<file path="src/hw/rtl/fwrl_pkg.sv">
// ----------------------------------------------------------------------------
// fwrl_pkg: shared types and constants for the fixed-window rate limiter
// Table geometry, register reset values, outcome codes and beat structs.
// ----------------------------------------------------------------------------
package fwrl_pkg;

  localparam int TABLE_ENTRIES = 64;
  localparam int IDX_W = (TABLE_ENTRIES > 1) ? $clog2(TABLE_ENTRIES) : 1;

  localparam logic [15:0] WINDOW_RESET = 16'd60;
  localparam logic [7:0]  MAX_RESET    = 8'd10;

  // Configuration register indexes
  localparam int CFG_IDX_W = 2;
  localparam logic [CFG_IDX_W-1:0] REG_WINDOW = 2'd0;
  localparam logic [CFG_IDX_W-1:0] REG_MAX    = 2'd1;

  typedef enum logic [2:0] {
    OUT_NEW        = 3'd0,
    OUT_COUNTED    = 3'd1,
    OUT_NEW_WINDOW = 3'd2,
    OUT_REFUSED    = 3'd3,
    OUT_FULL       = 3'd4
  } outcome_t;

  typedef struct packed {
    logic [31:0] source_address;
    logic [31:0] now_seconds;
  } req_t;

  typedef struct packed {
    logic       allowed;
    logic [2:0] outcome;
  } rsp_t;

  typedef struct packed {
    logic [31:0] address;
    logic [7:0]  count;
    logic [31:0] win_begin;
  } entry_t;

  // Controller to datapath
  typedef struct packed {
    logic start;   // latch request, reset scan
    logic scan;    // issue a table read at the scan pointer
    logic commit;  // decide, update table, load result
  } cmd_t;

  // Datapath to controller
  typedef struct packed {
    logic scan_last;  // scan pointer at last entry
    logic out_free;   // result register can take a new beat
  } status_t;

endpackage

</file>
<file path="src/hw/rtl/fwrl_ctrl.sv">
// ----------------------------------------------------------------------------
// fwrl_ctrl: sequencer for the rate limiter
// Steps one request through accept, table scan, drain and commit.
// ----------------------------------------------------------------------------
module fwrl_ctrl import fwrl_pkg::*; (
  input  logic    clk,
  input  logic    rst,
  input  logic    in_valid,
  output logic    in_stall,
  input  status_t status,
  output cmd_t    cmd
);

  typedef enum logic [1:0] {
    S_IDLE,
    S_SCAN,
    S_DRAIN,
    S_DECIDE
  } state_t;

  state_t state;

  // Decode commands from the current state
  always_comb begin
    cmd = '0;
    in_stall = 1'b1;
    unique case (state)
      S_IDLE: begin
        in_stall = 1'b0;
        cmd.start = in_valid;
      end
      S_SCAN: begin
        cmd.scan = 1'b1;
      end
      S_DRAIN: begin
      end
      S_DECIDE: begin
        cmd.commit = status.out_free;
      end
      default: begin
      end
    endcase
  end

  // Advance state
  always_ff @(posedge clk) begin
    if (rst) begin
      state <= S_IDLE;
    end else begin
      unique case (state)
        S_IDLE: begin
          if (in_valid) state <= S_SCAN;
        end
        S_SCAN: begin
          if (status.scan_last) state <= S_DRAIN;
        end
        S_DRAIN: begin
          state <= S_DECIDE;
        end
        S_DECIDE: begin
          if (status.out_free) state <= S_IDLE;
        end
        default: begin
          state <= S_IDLE;
        end
      endcase
    end
  end

endmodule

</file>
<file path="config.mk">
export PLATFORM = sky130hd
export DESIGN_NAME = fwrl_ctrl
export DESIGN_NICKNAME = d
export VERILOG_FILES = /design/src/hw/rtl/fwrl_pkg.sv /design/src/hw/rtl/fwrl_ctrl.sv
export SDC_FILE = /design/constraint.sdc
export NUM_CORES = 1
export LEC_CHECK = 0
export BUFFER_PORTS_ARGS = -buffer_cell sky130_fd_sc_hd__buf_4
export CAP_MARGIN = 0
export CORE_AREA = 10 10 47 49
export DETAILED_ROUTE_END_ITERATION = 10
export DIE_AREA = 0 0 57 59
export HOLD_SLACK_MARGIN = 0.12
export PLACE_DENSITY = 0.32
export SLEW_MARGIN = 20
export SYNTH_ARGS = -nofsm -noshare
export SYNTH_HDL_FRONTEND = slang
export SYNTH_SLANG_ARGS = --single-unit
</file>
<file path="constraint.sdc">
create_clock -name clk -period 4 [get_ports clk]
set_clock_uncertainty 0.15 [all_clocks]
set_input_delay 0.8 -clock clk [delete_from_list [all_inputs] [get_ports clk]]
set_output_delay 0.8 -clock clk [all_outputs]
set_load 0.02 [all_outputs]
</file>
==> results.cfg, run 1 <==
[clocking]
clk_pin_slew_worst_paths_ps = 30
htree_levels = 1
cts_tree = done
cts-hold-fix-buffers = 0
clock_path_buffers = 2
cts_sinks = 2
insertion_delay_ps = 220
root_buffer = clkbuf_4
post_cts_buffers = 0
numCtsBuffers = 3
ctsResizeCount = 0

[detailed_routing]
via_per_inst = 3.49
detail-route-antenna-nets = 0
routedWlPerCell_um = 9.67
routed_wl_um = 474
drc = 0
firstDrtPassIters = 2
vias = 171
drt_iter0_drc = 1

[layout]
syn_to_final_growth_pct = 50.6
multiInputGateArea_um2 = 151
drive_above_1_share = 0.364
largestRegisters = state (2)
seq_area_um2 = 40.0
largest-register = state
n_antenna_cell = 0
layout.nets = 45
postLayoutCellArea_um2 = 305
largest_register_ffs = 2
fill_cells = 166
stdcell_count = 49

[hold_path]
worstHoldStart = state[1]$_SDFFE_PP0P_
holdCritPathClass = reg2reg
min_to = state[1]$_SDFFE_PP0P_
hold_depth = 2

[yosys]
synth_top_area_cell = ha_1
ys.flop_type = dfxtp_1
ys_types = 12
synthTopCellsByCount = ha_1 (5), inv_1 (3)
ys.warnings.count = 0
ys_ff_latch = 2
syn_nets = 32
synth_edf_count = 0
syn_area_um2 = 203
syn_avg_cell_area_um2 = 9.21
ys_top_cells_by_area = ha_1 (31%), dfxtp_1 (20%), nor2b_4 (6.8%), and2_1 (6.2%), nand2b_1 (6.2%)
yosysMostFrequentCell = ha_1
seq_area_frac_synth = 0.198
synthArstFlopShare = 0
postSynthCellCount = 22
synth_top_area_share = 0.309

[grt]
antenna_found_initial = 0
gr-total-overflow = 0
grt_max_degree = 5
grt_pass1_wl_um = 669
grt_pass1_vias = 164
grt_usage = 0.0276

[pwr]
pwr-share-clk = 0.220
switching_share = 0.417
p_switching_uw = 84.3
p_total_uw = 202
p_leak_nw = 0.150
vdd_drop_max_mv = 0.141
seqPwrFrac = 0.188
internal-power_uw = 118
power_density_nw_per_um2 = 663
combPwrFrac = 0.592

[critical_path]
path_class = in2out
crit_slowest_cell = buf_4
end_kind = primary output
required_ps = 3050
cp_max_fo = 2
reg2reg_slack_ps = 2370
path_common_cell = buf_4
startpoint_type = input port
crit_chain = buf_4 > and2_1 > buf_4
reg2reg_from = state[1]$_SDFFE_PP0P_
cp.arrival_ps = 1210
reg2reg_depth = 5
critPathMaxStageDelay_ps = 150
reg2reg_to = state[0]$_SDFFE_PP0P_

[place]
numPortBuffers = 8
dp_cells = 46
dpl_cell_area_um2 = 283
gp_congestion = 0.709
hpwl_um = 412

[floorplanning]
fp-row-count = 14
coreArea_um2 = 1400
io_pins = 9
die_width_um = 57
initial_core_util = 0.145
die_h_um = 59
die-area_um2 = 3360

[sta]
slew_headroom = 0.781
fin_setup_tns_ps = 0
worstMarginPinSlew_ps = 326
rsz0062_at_grt = no
finalCriticalPeriod_ps = 2160
drv_slew = 0
setup_viol = 0
fin_crit_sh = 0.541
hold_ws_ps = 366
hold_viol_final = 0
fmax_mhz = 462

[status]
status = finished, final reports clean

[job]
drv_cap = 0
## through the flow
stage	utilization	setup slack, ps
6_report	0.218	1840
5_1_grt	0.218	1790
4_1_cts	0.218	1830
3_3_place_gp	0.202	1840
2_1_floorplan	-	2030
3_5_place_dp	0.202	1830
## worst max-delay path by stage
stage,startpoint,end,slack (ps),depth (start not counted)
floorplan,status[0],cmd[0],2030,1
global placement,status[0],cmd[0],1840,3
detailed placement,status[0],cmd[0],1830,3
CTS,status[0],cmd[0],1830,3
global route,state[1]$_SDFFE_PP0P_,cmd[2],1790,4
finish,status[0],cmd[0],1840,3
## worst max-delay path: cells and delay by family
family	cells	cell delay [ps]
buf+inv	2	270
simple gates	1	140
## final cells by class
| class | count | area share |
|---|---|---|
| timing repair buffer | 8 | 0.197 |
| sequential | 2 | 0.131 |
| tap | 16 | 0.0656 |
| multi-input combinational | 17 | 0.496 |
| inverter | 3 | 0.0369 |
| clock buffer | 3 | 0.0738 |
## power groups by stage
stage	Combinational, mW	Sequential (mW)	Clock (mW)
after floorplan	0.0815	0.0359	0
after global placement	0.122	0.0391	0
after detailed placement	0.124	0.0387	0
after CTS	0.124	0.0384	0.0482
after global routing	0.135	0.0392	0.0506
final	0.120	0.0380	0.0446
## placed cells by master, fill, tap and decap left out
cell | netlist | routed
mux2i_1 | 1 | 1
nor3_1 | 1 | 1
nor2b_1 | 2 | 2
nor2b_4 | 1 | 1
ha_1 | 5 | 5
inv_1 | 3 | 3
o31ai_1 | 1 | 1
nand2b_1 | 2 | 2
o21bai_1 | 1 | 1
or4_1 | 1 | 1
buf_4 | 0 | 8
dfxtp_1 | 2 | 2
clkbuf_4 | 0 | 3
and2_1 | 2 | 2
## kinds of logic after synthesis
| kind of cell | count (synthesis) | synth area share |
|---|---|---|
| and+or+nand+nor | 9 | 0.315 |
| adders and majority gates | 5 | 0.309 |
| muxes | 1 | 0.0494 |
| buffers and inverters | 3 | 0.0556 |
| AOI/OAI and AO/OA | 2 | 0.0741 |
| DFF | 2 | 0.198 |
## layer usage
layer	global-route usage	up-vias	part of all wire
met5	0	-	0
met4	0.0101	0	0
met3	0.0365	0	0.12
met2	0.0341	5	0.42
met1	0.0261	70	0.46
li1	-	96	-
(Power assumes the default switching activity.)
==> inputs of run 2 (changes only) <==
clock period = 2.2 ns   (was 4 ns; I/O delays follow)
==> run 2 against run 1 <==
Hold slack got worse by 85 ps. Non-clock buffer count unchanged. Register-to-register slack got worse by 1800 ps. Critical path depth increased by 1. Sequential power increased by 79%. Highest routed layer unchanged.
==> results.cfg, run 2 (synthesized netlist as in run 1, its figures left out) <==
[sta]
worstMarginPinSlew_ps = 313
drv_slew = 0
slew_headroom = 0.790
hold_viol_final = 0
fin_crit_sh = 0.808
fmax_mhz = 563
finalCriticalPeriod_ps = 1780
fin_setup_tns_ps = 0
rsz0062_at_grt = no
setup_viol = 0

[detailed_routing]
detail-route-antenna-nets = 0
routed_wl_um = 506
firstDrtPassIters = 4
vias = 180
drc = 0
routedWlPerCell_um = 10.3
via_per_inst = 3.67
drt_iter0_drc = 1

[grt]
grt_pass1_vias = 182
grt_max_degree = 5
gr-total-overflow = 0
grt_usage = 0.0328
antenna_found_initial = 0
grt_pass1_wl_um = 786

[layout]
n_antenna_cell = 0
syn_to_final_growth_pct = 50.6
largest-register = state
largest_register_ffs = 2
layout_commonest_cell = buf_4
drive_above_1_share = 0.364
layout_common_cells = buf_4 (8), ha_1 (5), inv_1 (3), clkbuf_4 (3)
postLayoutCoreUtil = 0.218
postLayoutCellArea_um2 = 305
layout.nets = 45
largestRegisters = state (2)

[clocking]
clock_path_buffers = 2
numCtsBuffers = 3
root_buffer = clkbuf_4
insertion_delay_ps = 220
ctsResizeCount = 0
cts_tree = done
htree_levels = 1
post_cts_buffers = 0
cts-hold-fix-buffers = 0
cts_sinks = 2
clk_pin_slew_worst_paths_ps = 30

[place]
dpl_cell_area_um2 = 283
gp_congestion = 0.731
numPortBuffers = 8
hpwl_um = 440

[pwr]
p_leak_nw = 0.150
vdd_drop_max_mv = 0.242
power_density_nw_per_um2 = 1200

[critical_path]
startpoint_type = flop
reg2reg_slack_ps = 580
critPathLaunch = state[0]$_SDFFE_PP0P_
path_class = reg2out
reg2reg_depth = 5
end_kind = primary output
required_ps = 1610
cp.arrival_ps = 1190
reg2reg_from = state[1]$_SDFFE_PP0P_
endpoint = cmd[2]
reg2reg_to = state[0]$_SDFFE_PP0P_
cp_max_fo = 4

[floorplanning]
coreArea_um2 = 1400
die_width_um = 57
fp-row-count = 14
initial_core_util = 0.145
die_h_um = 59
io_pins = 9
die-area_um2 = 3360

[job]
drv_cap = 0

[status]
status = finished, final reports clean

[hold_path]
holdCritPathClass = in2reg
[run 2: cell counts in the layout (fill, tap and decap cells not counted)]
No cell type changed its count.
[run 2: report_power, final]
group	total (mW)	switching [mW]	internal [mW]
Sequential	0.0681	0.0149	0.0532
Combinational	0.217	0.117	0.101
Clock	0.0813	0.0211	0.0602
Total	0.367	0.153	0.214
[run 2: worst max-delay path: stages (launching register included)]
cell and delay [ps]:
dfxtp_1 350, inv_1 100, ha_1 230, and2_1 140, buf_4 150
[run 2: final cells by class]
class	count	area, um2
Clock buffer	3	22.5
Fill cell	171	1100
Inverter	3	11.3
Multi-Input combinational cell	17	151
Sequential cell	2	40.0
Tap cell	16	20.0
Timing Repair Buffer	8	60.1
[run 2: worst min-delay path by stage]
stage,startpoint,to,slack [ps],cells past startpoint
3_5_place_dp,state[1]$_SDFFE_PP0P_,state[1]$_SDFFE_PP0P_,380,2
4_1_cts,rst,state[0]$_SDFFE_PP0P_,280,2
6_report,rst,state[0]$_SDFFE_PP0P_,280,2
3_3_place_gp,state[1]$_SDFFE_PP0P_,state[1]$_SDFFE_PP0P_,360,2
2_1_floorplan,state[1]$_SDFFE_PP0P_,state[1]$_SDFFE_PP0P_,330,2
5_1_grt,rst,state[0]$_SDFFE_PP0P_,290,2
[run 2: per-stage QoR]
step	hold slack (ps)	instances	total power, mW	setup slack [ps]
6_report	281	49	0.367	423
5_1_grt	286	49	0.401	367
4_1_cts	276	49	0.383	397
3_5_place_dp	377	46	0.296	561
3_3_place_gp	357	46	0.294	561
2_1_floorplan	331	22	0.213	569
[run 2: per-layer routing]
layer,GRT usage,up-vias,share of wire
li1,-,94,-
met1,0.0307,81,0.46
met2,0.0434,5,0.50
met3,0.0150,0,0.032
met4,0.0503,0,0
met5,0,-,0
